==> config.mk <==
export PLATFORM = sky130hd
export DESIGN_NAME = node_address_from_id_hash_unit
export DESIGN_NICKNAME = d
export VERILOG_FILES = /design/src/sv/nafh_pkg.sv /design/src/sv/node_address_from_id_hash_unit.sv /design/src/sv/nafh_csr.sv /design/src/sv/nafh_hash_step.sv
export SDC_FILE = /design/constraint.sdc
export NUM_CORES = 1
export LEC_CHECK = 0
export BUFFER_PORTS_ARGS = -buffer_cell sky130_fd_sc_hd__buf_2
export CAP_MARGIN = 20
export CORE_ASPECT_RATIO = 1.25
export CORE_MARGIN = 5
export CORE_UTILIZATION = 40
export DETAILED_ROUTE_END_ITERATION = 8
export REMOVE_ABC_BUFFERS = 1
export SETUP_SLACK_MARGIN = 0.05
export SLEW_MARGIN = 20
export SYNTH_ARGS = -nofsm -noshare
export SYNTH_HDL_FRONTEND = slang
export SYNTH_HIERARCHICAL = 1
export SYNTH_SLANG_ARGS = --single-unit
==> constraint.sdc <==
create_clock -name clock -period 4.8 [get_ports clock]
set_input_delay 0.24 -clock clock [delete_from_list [all_inputs] [get_ports clock]]
set_output_delay 0.24 -clock clock [all_outputs]
set_load 0.05 [all_outputs]
==> src/sv/nafh_pkg.sv <==
`default_nettype none
// ----------------------------------------------------------------------------
// nafh_pkg
// Types, codes and constants shared by the node address hash unit.
// ----------------------------------------------------------------------------
package nafh_pkg;

   // Hash constants
   localparam logic [15:0] CRC_POLY      = 16'h1021;
   localparam logic [15:0] CRC_INIT      = 16'hFFFF;
   localparam logic [15:0] CRC_TOPBIT    = 16'h8000;
   localparam logic [15:0] FNV_MULT      = 16'h0193;
   localparam logic [15:0] FNV_BASIS     = 16'h2B4C;

   // Reserved addresses and their replacements
   localparam logic [15:0] ADDR_LOW_RSV  = 16'h0000;
   localparam logic [15:0] ADDR_HIGH_RSV = 16'hFFFF;
   localparam logic [15:0] ADDR_LOW_OK   = 16'h0001;
   localparam logic [15:0] ADDR_HIGH_OK  = 16'hFFFE;

   // Register file
   localparam int unsigned PADDR_W = 4;
   localparam logic [1:0] REG_USE_ID_HASH    = 2'd0;
   localparam logic [1:0] REG_REMAP_RESERVED = 2'd1;
   localparam logic [1:0] REG_RESULT_MASK    = 2'd2;

   localparam logic        USE_ID_HASH_RST    = 1'b1;
   localparam logic        REMAP_RESERVED_RST = 1'b1;
   localparam logic [15:0] RESULT_MASK_RST    = 16'hFFFF;

   typedef struct packed {
      logic [7:0] id_byte;
      logic       last_byte;
   } req_type;

   typedef struct packed {
      logic [15:0] node_address;
      logic        fallback_needed;
      logic [15:0] crc_result;
      logic [15:0] fnv_result;
   } rsp_type;

   typedef struct packed {
      logic        use_id_hash;
      logic        remap_reserved;
      logic [15:0] result_mask;
   } cfg_type;

   typedef struct packed {
      logic [15:0] crc;
      logic [15:0] fnv;
   } hash_type;

endpackage
`default_nettype wire

==> src/sv/node_address_from_id_hash_unit.sv <==
`default_nettype none
// ----------------------------------------------------------------------------
// node_address_from_id_hash_unit
// Hashes hardware-ID bytes into a node address (CRC-16 xor FNV-1a, masked).
// ----------------------------------------------------------------------------
//  channel | direction | handshake             | payload
//  req     | in        | req_valid / req_ready | req_data (id_byte, last_byte)
//  rsp     | out       | rsp_valid / rsp_ready | rsp_data (address, flag, hashes)
//  csr     | in        | psel/penable/pready   | paddr, pwdata, prdata
//
//  One byte is accepted per cycle except while a last byte is held (below);
//  a request is held in the input register, and a non-last byte's hash
//  update reaches the accumulators as it leaves that register. A last byte
//  instead writes its result to the output register as it leaves.
//  Reset is synchronous and restores both hashes, the valid flags and settings.
//  A last byte holds in the input register only while the output register
//  is full and not taken; other bytes never stall.
// ----------------------------------------------------------------------------
module node_address_from_id_hash_unit (
   input  wire logic                          clock,
   input  wire logic                          reset,
   input  wire logic                          req_valid,
   output logic                               req_ready,
   input  wire nafh_pkg::req_type             req_data,
   output logic                               rsp_valid,
   input  wire logic                          rsp_ready,
   output nafh_pkg::rsp_type                  rsp_data,
   input  wire logic                          psel,
   input  wire logic                          penable,
   input  wire logic                          pwrite,
   input  wire logic [nafh_pkg::PADDR_W-1:0]  paddr,
   input  wire logic [31:0]                   pwdata,
   output logic [31:0]                        prdata,
   output logic                               pready
);

   nafh_pkg::cfg_type  cfg;
   nafh_pkg::req_type  in_data_ff;
   logic               in_valid_ff;
   nafh_pkg::hash_type acc_ff;
   nafh_pkg::hash_type acc_in;
   nafh_pkg::hash_type acc_next;
   nafh_pkg::rsp_type  out_data_ff;
   nafh_pkg::rsp_type  out_data_in;
   logic               out_valid_ff;
   logic               out_free;
   logic               advance;
   logic [15:0]        addr_masked;
   logic [15:0]        addr_fixed;

   nafh_csr u_csr (
      .clock   (clock),
      .reset   (reset),
      .psel    (psel),
      .penable (penable),
      .pwrite  (pwrite),
      .paddr   (paddr),
      .pwdata  (pwdata),
      .prdata  (prdata),
      .pready  (pready),
      .cfg     (cfg)
   );

   nafh_hash_step u_step (
      .id_byte  (in_data_ff.id_byte),
      .acc      (acc_ff),
      .acc_next (acc_next)
   );

   // Handshake: advance the held byte unless it needs a busy output slot
   assign out_free  = ~out_valid_ff | rsp_ready;
   assign advance   = in_valid_ff & (~in_data_ff.last_byte | out_free);
   assign req_ready = ~in_valid_ff | advance;

   // Input register
   always_ff @(posedge clock) begin
      if (reset) begin
         in_valid_ff <= 1'b0;
      end else if (req_ready) begin
         in_valid_ff <= req_valid;
      end
   end

   always_ff @(posedge clock) begin
      if (req_ready && req_valid) begin
         in_data_ff <= req_data;
      end
   end

   // Accumulators restart after the last byte
   always_comb begin
      acc_in = acc_ff;
      if (advance) begin
         if (in_data_ff.last_byte) begin
            acc_in.crc = nafh_pkg::CRC_INIT;
            acc_in.fnv = nafh_pkg::FNV_BASIS;
         end else begin
            acc_in = acc_next;
         end
      end
   end

   always_ff @(posedge clock) begin
      if (reset) begin
         acc_ff.crc <= nafh_pkg::CRC_INIT;
         acc_ff.fnv <= nafh_pkg::FNV_BASIS;
      end else begin
         acc_ff <= acc_in;
      end
   end

   // Form the address and remap reserved values
   assign addr_masked = (acc_next.crc ^ acc_next.fnv) & cfg.result_mask;

   always_comb begin
      addr_fixed = addr_masked;
      if (cfg.remap_reserved) begin
         if (addr_masked == nafh_pkg::ADDR_LOW_RSV) begin
            addr_fixed = nafh_pkg::ADDR_LOW_OK;
         end else if (addr_masked == nafh_pkg::ADDR_HIGH_RSV) begin
            addr_fixed = nafh_pkg::ADDR_HIGH_OK;
         end
      end
   end

   always_comb begin
      if (cfg.use_id_hash) begin
         out_data_in.node_address    = addr_fixed;
         out_data_in.fallback_needed = 1'b0;
         out_data_in.crc_result      = acc_next.crc;
         out_data_in.fnv_result      = acc_next.fnv;
      end else begin
         out_data_in.node_address    = 16'd0;
         out_data_in.fallback_needed = 1'b1;
         out_data_in.crc_result      = 16'd0;
         out_data_in.fnv_result      = 16'd0;
      end
   end

   // Output register
   always_ff @(posedge clock) begin
      if (reset) begin
         out_valid_ff <= 1'b0;
      end else if (advance && in_data_ff.last_byte) begin
         out_valid_ff <= 1'b1;
      end else if (rsp_ready) begin
         out_valid_ff <= 1'b0;
      end
   end

   always_ff @(posedge clock) begin
      if (advance && in_data_ff.last_byte) begin
         out_data_ff <= out_data_in;
      end
   end

   assign rsp_valid = out_valid_ff;
   assign rsp_data  = out_data_ff;

   // Checks
   a_hold_last: assert property (@(posedge clock) disable iff (reset)
      (in_valid_ff && in_data_ff.last_byte && out_valid_ff && !rsp_ready)
         |-> !req_ready)
      else $error("last byte accepted over a full output register");

   a_fallback_zero: assert property (@(posedge clock) disable iff (reset)
      (rsp_valid && rsp_data.fallback_needed)
         |-> (rsp_data.node_address == 16'd0 && rsp_data.crc_result == 16'd0
              && rsp_data.fnv_result == 16'd0))
      else $error("fallback result carries nonzero fields");

   a_restart: assert property (@(posedge clock) disable iff (reset)
      (advance && in_data_ff.last_byte)
         |=> (acc_ff.crc == nafh_pkg::CRC_INIT && acc_ff.fnv == nafh_pkg::FNV_BASIS))
      else $error("hashes not restarted after last byte");

   a_reset_acc: assert property (@(posedge clock)
      $past(reset) |-> (acc_ff.crc == nafh_pkg::CRC_INIT && !out_valid_ff))
      else $error("state not cleared by reset");

endmodule
`default_nettype wire

==> src/sv/nafh_csr.sv <==
`default_nettype none
// ----------------------------------------------------------------------------
// nafh_csr
// APB-style register file holding the hash unit configuration.
// ----------------------------------------------------------------------------
module nafh_csr (
   input  wire logic                          clock,
   input  wire logic                          reset,
   input  wire logic                          psel,
   input  wire logic                          penable,
   input  wire logic                          pwrite,
   input  wire logic [nafh_pkg::PADDR_W-1:0]  paddr,
   input  wire logic [31:0]                   pwdata,
   output logic [31:0]                        prdata,
   output logic                               pready,
   output nafh_pkg::cfg_type                  cfg
);

   logic        use_id_hash_ff;
   logic        remap_reserved_ff;
   logic [15:0] result_mask_ff;
   logic        wr_en;
   logic [1:0]  reg_idx;

   assign pready  = 1'b1;
   assign reg_idx = paddr[3:2];
   assign wr_en   = psel & penable & pwrite & pready;

   // Write registers on the access cycle; other indexes are dropped
   always_ff @(posedge clock) begin
      if (reset) begin
         use_id_hash_ff    <= nafh_pkg::USE_ID_HASH_RST;
         remap_reserved_ff <= nafh_pkg::REMAP_RESERVED_RST;
         result_mask_ff    <= nafh_pkg::RESULT_MASK_RST;
      end else if (wr_en) begin
         case (reg_idx)
            nafh_pkg::REG_USE_ID_HASH:    use_id_hash_ff    <= pwdata[0];
            nafh_pkg::REG_REMAP_RESERVED: remap_reserved_ff <= pwdata[0];
            nafh_pkg::REG_RESULT_MASK:    result_mask_ff    <= pwdata[15:0];
            default: ;
         endcase
      end
   end

   // Read back
   always_comb begin
      case (reg_idx)
         nafh_pkg::REG_USE_ID_HASH:    prdata = {31'd0, use_id_hash_ff};
         nafh_pkg::REG_REMAP_RESERVED: prdata = {31'd0, remap_reserved_ff};
         nafh_pkg::REG_RESULT_MASK:    prdata = {16'd0, result_mask_ff};
         default:                      prdata = 32'd0;
      endcase
   end

   assign cfg.use_id_hash    = use_id_hash_ff;
   assign cfg.remap_reserved = remap_reserved_ff;
   assign cfg.result_mask    = result_mask_ff;

endmodule
`default_nettype wire

==> src/sv/nafh_hash_step.sv <==
`default_nettype none
// ----------------------------------------------------------------------------
// nafh_hash_step
// One-byte update of the CRC-16-CCITT and 16-bit FNV-1a running hashes.
// ----------------------------------------------------------------------------
module nafh_hash_step (
   input  wire logic [7:0]         id_byte,
   input  wire nafh_pkg::hash_type acc,
   output nafh_pkg::hash_type      acc_next
);

   logic [15:0] crc_v;
   logic [15:0] fnv_x;
   logic [31:0] fnv_prod;

   // Fold the byte in MSB first, eight shift steps of XOR logic
   always_comb begin
      crc_v = acc.crc ^ {id_byte, 8'd0};
      for (int i = 0; i < 8; i++) begin
         if ((crc_v & nafh_pkg::CRC_TOPBIT) != 16'd0) begin
            crc_v = {crc_v[14:0], 1'b0} ^ nafh_pkg::CRC_POLY;
         end else begin
            crc_v = {crc_v[14:0], 1'b0};
         end
      end
   end

   // XOR then multiply by the prime, keep the low half
   assign fnv_x    = acc.fnv ^ {8'd0, id_byte};
   assign fnv_prod = {16'd0, fnv_x} * {16'd0, nafh_pkg::FNV_MULT};

   assign acc_next.crc = crc_v;
   assign acc_next.fnv = fnv_prod[15:0];

endmodule
`default_nettype wire
======== Yosys cells after proc, flatten, opt, wreduce, memory -nomap -nowiden ========
Index checks and enable logic that the tools add are counted.
storage, ports and cells
  bits of input ports ..................... 52
  register bits after elaboration ......... 110
operators by class
  $mul .................................... 1
  equality and inequality tests ........... 3
  reduce and logical (&&, ||, !) cells .... 8
  bitwise gates (word level) .............. 21
  mux-type cells .......................... 16
operators by type and width
  kind                                                                  count
  13-bit two-way mux                                                    8
  16-bit two-way mux                                                    3
  16-bit one-hot mux with 3 select lines                                1
  33-bit two-way mux                                                    1
  32-bit two-way mux                                                    1
  16-bit bitwise XOR                                                    2
  3-bit inverter                                                        8
  16-bit AND                                                            1
  16-bit == test, second input constant                                 1
  16-bit zero test                                                      1
  16-bit by 9-bit multiplier with 16-bit output, second input constant  1
  16-bit by 8-bit bitwise XOR with 16-bit output                        1
  2-bit AND reduction                                                   3
  1-bit AND                                                             3
  1-bit inverter                                                        3
  1-bit OR                                                              3
  2-bit by 1-bit == test with 1-bit output, second input constant       1
  2-bit == test, second input constant                                  1
  1-bit logical AND                                                     2
  2-bit zero test                                                       1
  1-bit two-way mux                                                     2
  2-bit nonzero test                                                    1

======== Logic depth before layout (Yosys ltp) ========
Gate-level depths: netlist of run 1.
  depth in word-level cells ............... 23
  gate-level depth with buffers ........... 21
  gate-level depth less buffers ........... 21

======== Cells and area by module ========
The synthesis of run 1 kept the hierarchy.
by module, submodules not included
  module                          cells an instance  sequential area each (um^2)  instances  area an instance (um^2)
  node_address_from_id_hash_unit  277                2,422.3                      1          3,504.6
  nafh_hash_step                  219                0.0                          1          1,978.1
  nafh_csr                        125                360.3                        1          1,009.7

======== Worst setup path before layout of run 1 ========
No wires, ideal clock.
  path kind ............................... flip-flop to flip-flop
  from .................................... register in_data_ff[3] (netlist name)
  to ...................................... register out_data_ff (netlist bit rsp_data[33]) (data pin)
  setup time .............................. 0.260 ns
  slack ................................... -0.095 ns
  arrival ................................. 4.635 ns
  period minus slack after synthesis ...... 4.895 ns
  required time ........................... 4.540 ns
  cell stages (with the launch flop) ...... 20
  buffers on the path ..................... 0
  cell sequence ........................... edfxtp_1 > xnor2_1 > inv_1 > ha_1 > fa_1 > fa_1 > inv_1 > fa_1 > inv_1 > ha_1 > a21oi_1 > o21a_1 > o31ai_2 > a2111o_1 > o311ai_1 > xor2_1 > nand2_1 > nor4_1 > and3_1 > o21ai_0
RTL lines
  item                      RTL line                               RTL
  start: declaration        node_address_from_id_hash_unit.sv:38   nafh_pkg::req_type in_data_ff;
  start signal: assignment  node_address_from_id_hash_unit.sv:86   in_data_ff <= req_data;
  end signal: assignment    node_address_from_id_hash_unit.sv:153  out_data_ff <= out_data_in;
  end: declaration          node_address_from_id_hash_unit.sv:43   nafh_pkg::rsp_type out_data_ff;

==> flow_summary.yaml, run 1 <==
yosys:
  synth_mux_area_frac: 0.004625
  synth_top_family_by_area: "adder cells"
  synth_cells: 621
  async_flop_share: 0
  synth_xor_area_frac: 0.09038
  synthTopCellsByArea: "edfxtp_1 27%, dfxtp_1 16%, ha_1 8.5%"
  synth_top_area_frac: 0.2683
  ys_seq_area_frac: 0.4286
  synth_fa_ha_area_frac: 0.1588
  ys_warn_count: 6
  yosys.area_share.simple: 0.1347
  yosysUniqueCellTypes: 49
  yosys.area.top_type: "edfxtp_1"
  synth-compound-area-share: 0.1021
  synth_area_mm2: 0.006492
  synth_area_per_cell_um2: 10.45
  synth-seq-cells: 110
  synthFlopType: "edfxtp_1"
  synth-edff-count: 58
clock_tree:
  cts.sinks: 110
  path_clk_slew_ns: 0.08
  cts_buffers: 9
  cts_tree: "done"
  htree_levels: 3
  clk_latency_ns: 0.36
  cts.path.max_buffers: 2
  root_buffer: "clkbuf_16"
setup_path:
  regToRegSetupSlack_ns: -0.03
  end_kind: "flop"
  timing.rr.start: "in_data_ff[6]"
  reg2reg_depth: 19
  critPathMaxFanout: 3
  worstPathArrival_ns: 5.04
  rr_endpoint: "rsp_data[33]"
  crit_required_ns: 5.01
  path_class: "reg -> reg"
  start_kind: "flop"
min_path:
  hp-class: "in -> reg"
  hp-start: "req_data[6]"
  holdPathEnd: "in_data_ff[6]"
  whs_path_depth: 1
timing:
  setup_viol: 1
  period_share: 1.005
  final.setup_skew_ns: 0.01014
  fin_ws_ns: -0.02618
  min_period_ns: 4.826
  tightest_slew_ns: 1.133
  fmax_ghz: 0.2072
  maxSlewHeadroom: 0.2444
  hold_viol_final: 0
  whs_ns: 0.04879
  rsz0062_at_grt: "yes"
  slew_violations: 0
flow_run:
  drv_cap: 0
grt:
  grt_pass1_wl_um: 27570
  grt_usage: 0.1891
  grt_pass1_vias: 5160
  antenna_found_initial: 0
  grt_overflow: 0
  grt_max_degree: 54
route:
  firstDrtPassIters: 5
  drc: 0
  met3WireLength_um: 692
  wire_per_inst_um: 17.31
  ant_nets: 0
  highest_layer: "met4"
  wl_met2_um: 8963
  via_per_inst: 4.915
  wirelength_um: 17400
  drt_iter0_drc: 210
  num_vias: 4940
  met1_length_um: 7244
floorplanning:
  dieWidth_um: 124.0
  die_y_um: 152.4
  rows: 52
  core_area_mm2: 0.01607
  io_pins: 136
  start_util: 0.4040
  die_area_mm2: 0.01889
placed_design:
  port_buffers: 100
  dp_hpwl_um: 13310
  dp.cells: 978
  routabilityCongestion: 0.9572
finish:
  final_cell_mix: "100 x buf_2, 78 x buf_4, 63 x inv_1"
  drive_above_1_share: 0.3029
  final_common_cell: "buf_2"
  fillerInstances: 1518
  nets: 904
  final_cells: 1005
  area_delta_synth_final_pct: 26.81
  n_antenna_cell: 0
status:
  status: "finished with violations"
  violations: "negative setup slack"
## cell type report
| class | count | area [µm²] | area share |
|---|---|---|---|
| Clock buffer | 10 | 229.0 | 0.02781 |
| Clock inverter | 6 | 81.33 | 0.009878 |
| Inverter | 68 | 257.7 | 0.03131 |
| Multi-Input combinational cell | 416 | 3515 | 0.4269 |
| Sequential cell | 110 | 2783 | 0.3380 |
| Tap cell | 216 | 270.3 | 0.03283 |
| Timing Repair Buffer | 179 | 1097 | 0.1333 |
## worst max path at each step
stage	depth (start not counted)	startpoint	endpoint	slack, ns
finish	19	in_data_ff[6]	rsp_data[33]	-0.03
global route	20	in_data_ff[4]	rsp_data[33]	-0.24
CTS	20	in_data_ff[4]	rsp_data[33]	0.02
detailed placement	19	in_data_ff[3]	rsp_data[33]	-0.38
global placement	20	in_data_ff[4]	rsp_data[33]	-0.22
floorplan	19	in_data_ff[3]	rsp_data[33]	-0.1
## cells in the mapped netlist (all sizes together) (3+ instances only)
library cell / instances
a21oi: 10
a22oi: 12
a31oi: 18
and2: 49
and3: 8
buf: 28
clkbuf: 14
dfxtp: 52
edfxtp: 58
fa: 24
ha: 44
inv: 68
mux2i: 3
nand2: 35
nand2b: 25
nand3: 5
nand4: 5
nor2: 25
nor2b: 3
nor4: 3
o21ai: 22
o22ai: 23
xnor2: 33
xor2: 34
## metal layers
| metal | vias up | GRT usage |
|---|---|---|
| li1 | 2379 | - |
| met1 | 2421 | 0.2344 |
| met2 | 114 | 0.3295 |
| met3 | 26 | 0.02674 |
| met4 | 0 | 0.06942 |
| met5 | - | 0 |
## registers in the layout (all words and copies together), names as in the netlist
signal and flops:
u_csr/use_id_hash_ff 1, rsp_data 49, u_csr/remap_reserved_ff 1, acc_ff 32, in_valid_ff 1, rsp_valid 1
u_csr/result_mask_ff 16, in_data_ff 9
## cell families (layout without fill, tap and decap cells)
group                    count (synthesis)  count (layout)
AO/OA/AOI/OAI                           99              99
XOR/XNOR                                67              67
adder cells (fa/ha/maj)                 68              68
buffers and inverters                  110             263
flip-flops                             110             110
multiplexers                             3               3
other                                    2              17
AND/OR/NAND/NOR                        162             162
## metrics by stage
step	worst slack [ns]	cell area [µm²]	setup TNS [ns]	utilization
floorplan	-0.09630	6287	-0.09630	-
global placement	-0.2161	7570	-0.2161	0.4710
detailed placement	-0.3768	7576	-0.3768	0.4714
CTS	0.01707	8220	0	0.5115
global route	-0.2372	8233	-0.2694	0.5123
finish	-0.02618	8233	-0.02618	0.5123
## critical path, cell delays in order, from the launching register on
cell and delay, ns:
edfxtp_1 0.48, xor2_1 0.18, buf_4 0.17, ha_4 0.26, inv_1 0.04, fa_1 0.52, fa_1 0.45, fa_1 0.54
inv_1 0.07, ha_4 0.25, a21oi_2 0.17, o21bai_1 0.09, a21oi_1 0.19, o41ai_2 0.12, xnor2_1 0.24, xor2_1 0.10
nand2_1 0.12, nand4_1 0.10, or4_1 0.49, o21ai_1 0.09
## repair_timing
| item | 4_1_cts | 5_1_grt |
|---|---|---|
| endpoints found under the setup margin | 4 | 3 |
| gates resized for setup | 41 | 3 |
| hold endpoints to repair | 0 | 0 |
| buffers inserted | 11 | 0 |
| hold buffers | 0 | 0 |
| pin swaps | 47 | 3 |
Power of run 1 is not shown: default switching activity piles up to over one toggle a cycle in this logic, so the estimate is an artifact.
==> inputs of run 2 (changes only) <==
--- a/config.mk
+++ b/config.mk
@@ -11,6 +11,7 @@
 export CORE_MARGIN = 5
 export CORE_UTILIZATION = 40
 export DETAILED_ROUTE_END_ITERATION = 8
+export RECOVER_POWER = 100
 export REMOVE_ABC_BUFFERS = 1
 export SETUP_SLACK_MARGIN = 0.05
 export SLEW_MARGIN = 20
==> run 2 against run 1 <==
  * The run ends with max-capacitance violations, max-slew violations, negative setup slack left
  * Via count is essentially flat
  * Critical path depth is the same
  * Die area is the same
  * Fmax shrank 1.0%
  * Core utilization shrank 0.65 points
==> flow_summary.yaml, run 2 (synthesis gave the netlist of run 1 again) <==
status:
  status: "finished with violations"
  violations: "max-capacitance violations, max-slew violations, negative setup slack"
finish:
  final_cells: 1005
  final_common_cell: "buf_4"
  largest_reg_flops: 49
  area_delta_synth_final_pct: 25.21
  n_antenna_cell: 0
  fillerInstances: 1558
  drive_above_1_share: 0.2167
  final_cell_mix: "72 x buf_4, 66 x clkbuf_1, 63 x inv_1"
  nets: 904
timing:
  whs_ns: 0.05025
  maxSlewHeadroom: -0.4713
  hold_viol_final: 0
  rsz0062_at_grt: "yes"
  period_share: 1.016
  slew_violations: 74
  tightest_slew_ns: 2.207
  fmax_ghz: 0.2051
  min_period_ns: 4.875
  fin_ws_ns: -0.07490
  setup_viol: 1
  final.setup_skew_ns: 0.01203
min_path:
  hp-class: "in -> reg"
  hp-start: "req_data[6]"
  whs_path_depth: 1
placed_design:
  dp.cells: 978
  dp_hpwl_um: 13310
  routabilityCongestion: 0.9572
  port_buffers: 100
  pre_cts_slack_ns: -0.3768
route:
  drc: 0
  firstDrtPassIters: 4
  ant_nets: 0
  wire_per_inst_um: 17.37
  via_per_inst: 4.917
  wirelength_um: 17460
  num_vias: 4942
  drt_iter0_drc: 247
floorplanning:
  dieWidth_um: 124.0
  die_y_um: 152.4
  io_pins: 136
  start_util: 0.4040
  rows: 52
  core_area_mm2: 0.01607
  die_area_mm2: 0.01889
clock_tree:
  htree_levels: 3
  cts.sinks: 110
  cts_buffers: 9
  clk_latency_ns: 0.36
  cts_tree: "done"
  cts_hold_buf: 0
  root_buffer: "clkbuf_16"
  cts.path.max_buffers: 2
  path_clk_slew_ns: 0.08
setup_path:
  cp_common_cell: "fa_1"
  critical_path_depth: 19
  reg2reg_depth: 19
  timing.rr.start: "in_data_ff[6]"
  crit_buf_inv: 3
  start_kind: "flop"
  worstPathArrival_ns: 5.09
  critPathTopFamily: "adder cells"
  slowest_stage: "fa_1"
  slowest_delay_ns: 0.54
  path_class: "reg -> reg"
  critPathMaxFanout: 3
  end_kind: "flop"
  crit_required_ns: 5.02
  cp-startpoint: "in_data_ff[6]"
  worstPathCellList: "xor2_1, buf_4, ha_4, inv_1, fa_1, fa_1, fa_1, inv_1, ha_4, a21oi_2, o21bai_1, a21oi_1, o41ai_2, xnor2_1, xor2_1, nand2_1, nand4_1, or4_1, o21ai_1"
grt:
  antenna_found_initial: 0
  grt_pass1_vias: 5160
  grt_usage: 0.1891
  grt_overflow: 0
  grt_pass1_wl_um: 27570
  grt_max_degree: 54
flow_run:
  drv_cap: 2
[run 2: area by class of cell]
class / count / area (µm²) / area share
Clock buffer: 10 / 229.0 / 0.02817
Multi-Input combinational cell: 416 / 3500 / 0.4305
Sequential cell: 110 / 2783 / 0.3423
Clock inverter: 6 / 81.33 / 0.01000
Tap cell: 216 / 270.3 / 0.03325
Inverter: 68 / 257.7 / 0.03171
Timing Repair Buffer: 179 / 1008 / 0.1241
[run 2: per-layer routing]
metal | global-route usage | up-vias | wire length [µm]
li1 | - | 2380 | -
met1 | 0.2344 | 2389 | 7143
met2 | 0.3295 | 147 | 8987
met3 | 0.02674 | 26 | 833
met4 | 0.06942 | 0 | 493
met5 | 0 | - | 0
[run 2: per-stage QoR]
step	utilization	setup TNS (ns)	cell area, µm²
2_1_floorplan	-	-0.09630	6287
3_3_place_gp	0.4710	-0.2161	7570
3_5_place_dp	0.4714	-0.3768	7576
4_1_cts	0.5115	0	8220
5_1_grt	0.5058	-0.2694	8129
6_report	0.5058	-0.07490	8129
[run 2: repair_timing]
action / 4_1_cts / 5_1_grt
pin swaps: 47 / 3
resized for setup: 41 / 3
setup endpoints to repair: 4 / 3
setup buffers: 11 / 0
[run 2: final timing paths]
kind / endpoint / slack (ns)
max: rsp_data[33] / -0.07
min: in_data_ff[6] / 0.05
max reg2reg: rsp_data[33] / -0.07
min reg2reg: u_csr/result_mask_ff[5] / 0.49
[run 2: worst register-to-register path, delay by kind of cell, from the launching register on]
family / cells / cell delay [ns]
xor+xnor: 3 / 0.52
flops: 1 / 0.48
fa+ha+maj: 5 / 2.04
simple gates: 3 / 0.72
buf+inv: 3 / 0.28
compound gates: 5 / 0.69
Power of run 2 is left out for the same reason.
==> inputs of run 3 (changes only) <==
--- a/config.mk
+++ b/config.mk
@@ -7,8 +7,7 @@
 export LEC_CHECK = 0
 export BUFFER_PORTS_ARGS = -buffer_cell sky130_fd_sc_hd__buf_2
 export CAP_MARGIN = 20
-export CORE_ASPECT_RATIO = 1.25
-export CORE_MARGIN = 5
+export CORE_ASPECT_RATIO = 1.4
 export CORE_UTILIZATION = 40
 export DETAILED_ROUTE_END_ITERATION = 8
 export RECOVER_POWER = 100
==> run 3 against run 2 <==
  * The run still ends with max-capacitance violations, max-slew violations, negative setup slack left
  * Fmax grew 0.24%
  * Wire length shrank 1.8%
  * Sequential share of layout area shrank 0.21 points
  * Critical path type unchanged
==> flow_summary.yaml, run 3 (synthesis gave the netlist of run 1 again) <==
finish:
  final_cell_mix: "76 x buf_4, 67 x clkbuf_1, 64 x inv_1"
  drive_above_1_share: 0.2211
  nets: 911
  area_delta_synth_final_pct: 26.00
  final_common_cell: "buf_4"
  n_antenna_cell: 0
  largest_reg_flops: 49
setup_path:
  path_class: "reg -> reg"
  worstPathArrival_ns: 5.08
  regToRegSetupSlack_ns: -0.06
  timing.rr.start: "in_data_ff[3]"
  start_kind: "flop"
  critPathMaxFanout: 3
  slowest_stage: "fa_1"
  end_kind: "flop"
  worstPathCellList: "xnor2_2, inv_2, xnor2_2, inv_1, fa_1, inv_1, fa_1, inv_1, fa_1, inv_2, ha_4, buf_6, o21a_1, o211ai_1, o41ai_2, xnor2_1, xor2_1, nand2_1, nand4_1, or4_1, o21ai_1"
  crit_required_ns: 5.02
  rr_endpoint: "rsp_data[33]"
  slowest_delay_ns: 0.50
  reg2reg_depth: 21
placed_design:
  pre_cts_slack_ns: -0.3451
  port_buffers: 100
  dp_hpwl_um: 12920
  routabilityCongestion: 0.8974
floorplanning:
  core_area_mm2: 0.01574
  die_y_um: 152.7
  rows: 54
  io_pins: 136
  die_area_mm2: 0.01675
  dieWidth_um: 109.7
  start_util: 0.4124
grt:
  antenna_found_initial: 0
  grt_usage: 0.2157
  grt_max_degree: 54
  grt_pass1_vias: 5281
  grt_overflow: 0
  grt_pass1_wl_um: 26940
timing:
  tightest_slew_ns: 2.362
  period_share: 1.013
  finalSetupTns_ns: -0.06304
  fmax_ghz: 0.2056
  final.setup_skew_ns: 0.009061
  hold_viol_final: 0
  maxSlewHeadroom: -0.5749
  slew_violations: 138
  min_period_ns: 4.863
  setup_viol: 1
  fin_ws_ns: -0.06304
  rsz0062_at_grt: "yes"
route:
  drc: 0
  drt_iter0_drc: 161
  firstDrtPassIters: 5
  wire_per_inst_um: 17.28
  via_per_inst: 5.033
  ant_nets: 0
  wirelength_um: 17150
  num_vias: 4993
min_path:
  holdPathEnd: "in_data_ff[1]"
  hp-class: "in -> reg"
  whs_path_depth: 1
  hp-start: "req_data[1]"
clock_tree:
  root_buffer: "clkbuf_16"
  path_clk_slew_ns: 0.07
  cts_tree: "done"
  cts_buffers: 9
  clk_latency_ns: 0.36
  cts.path.max_buffers: 2
  cts.sinks: 110
  htree_levels: 3
flow_run:
  drv_cap: 3
status:
  violations: "max-capacitance violations, max-slew violations, negative setup slack"
  status: "finished with violations"
-- run 3: changes by cell type in the layout (fill, tap and decap cells not counted), moves of 3 or more --
| cell | before | now |
|---|---|---|
| buf_2 | 38 | 35 |
| buf_4 | 72 | 76 |
| and2_0 | 21 | 5 |
| clkbuf_4 | 3 | 6 |
| o21ai_1 | 5 | 1 |
| and2_1 | 27 | 42 |
-- run 3: worst max path at each step --
| stage | cells past startpoint | startpoint | to |
|---|---|---|---|
| floorplan | 19 | in_data_ff[3] | rsp_data[33] |
| global placement | 18 | in_data_ff[6] | rsp_data[33] |
| detailed placement | 18 | in_data_ff[6] | rsp_data[33] |
| CTS | 19 | in_data_ff[5] | rsp_data[33] |
| global route | 21 | in_data_ff[3] | rsp_data[33] |
| finish | 21 | in_data_ff[3] | rsp_data[33] |
-- run 3: per-stage QoR --
stage,utilization,std cells,instance area [µm²],hold slack [ns]
floorplan,-,594,6287,0.3091
global placement,0.4778,955,7522,0.4169
detailed placement,0.4778,955,7522,0.4181
CTS,0.5230,988,8233,0.03659
global route,0.5196,992,8180,0.03020
finish,0.5196,992,8180,0.04964
-- run 3: cell type report --
cell class	instances	area (µm²)
fill	1459	7562
multi-input combinational	416	3502
sequential	110	2783
timing repair buffer	186	1076
inverter	68	255.2
tap	196	245.2
clock buffer	10	229.0
clock inverter	6	90.09
-- run 3: critical path, delay by kind of cell, from the launching register on --
family	cells	cell delay, ns
simple gates	3	0.69
fa+ha+maj	4	1.73
flops	1	0.43
buf+inv	6	0.44
compound gates	4	0.64
xor+xnor	4	0.77
-- run 3: per-layer routing --
metal / vias to the layer above / part of all wire / GRT usage
met5: - / 0 / 0
met4: 0 / 0.054 / 0.1219
met3: 60 / 0.045 / 0.03892
met2: 160 / 0.53 / 0.3962
met1: 2382 / 0.37 / 0.2232
li1: 2391 / - / -
-- run 3: timing repair --
item	4_1_cts	5_1_grt
resized for setup	42	2
buffers inserted	17	4
pin swaps	43	7
cloned	0	0
hold buffers	0	0
setup endpoints to repair	1	2
Power of run 3 is left out for the same reason.
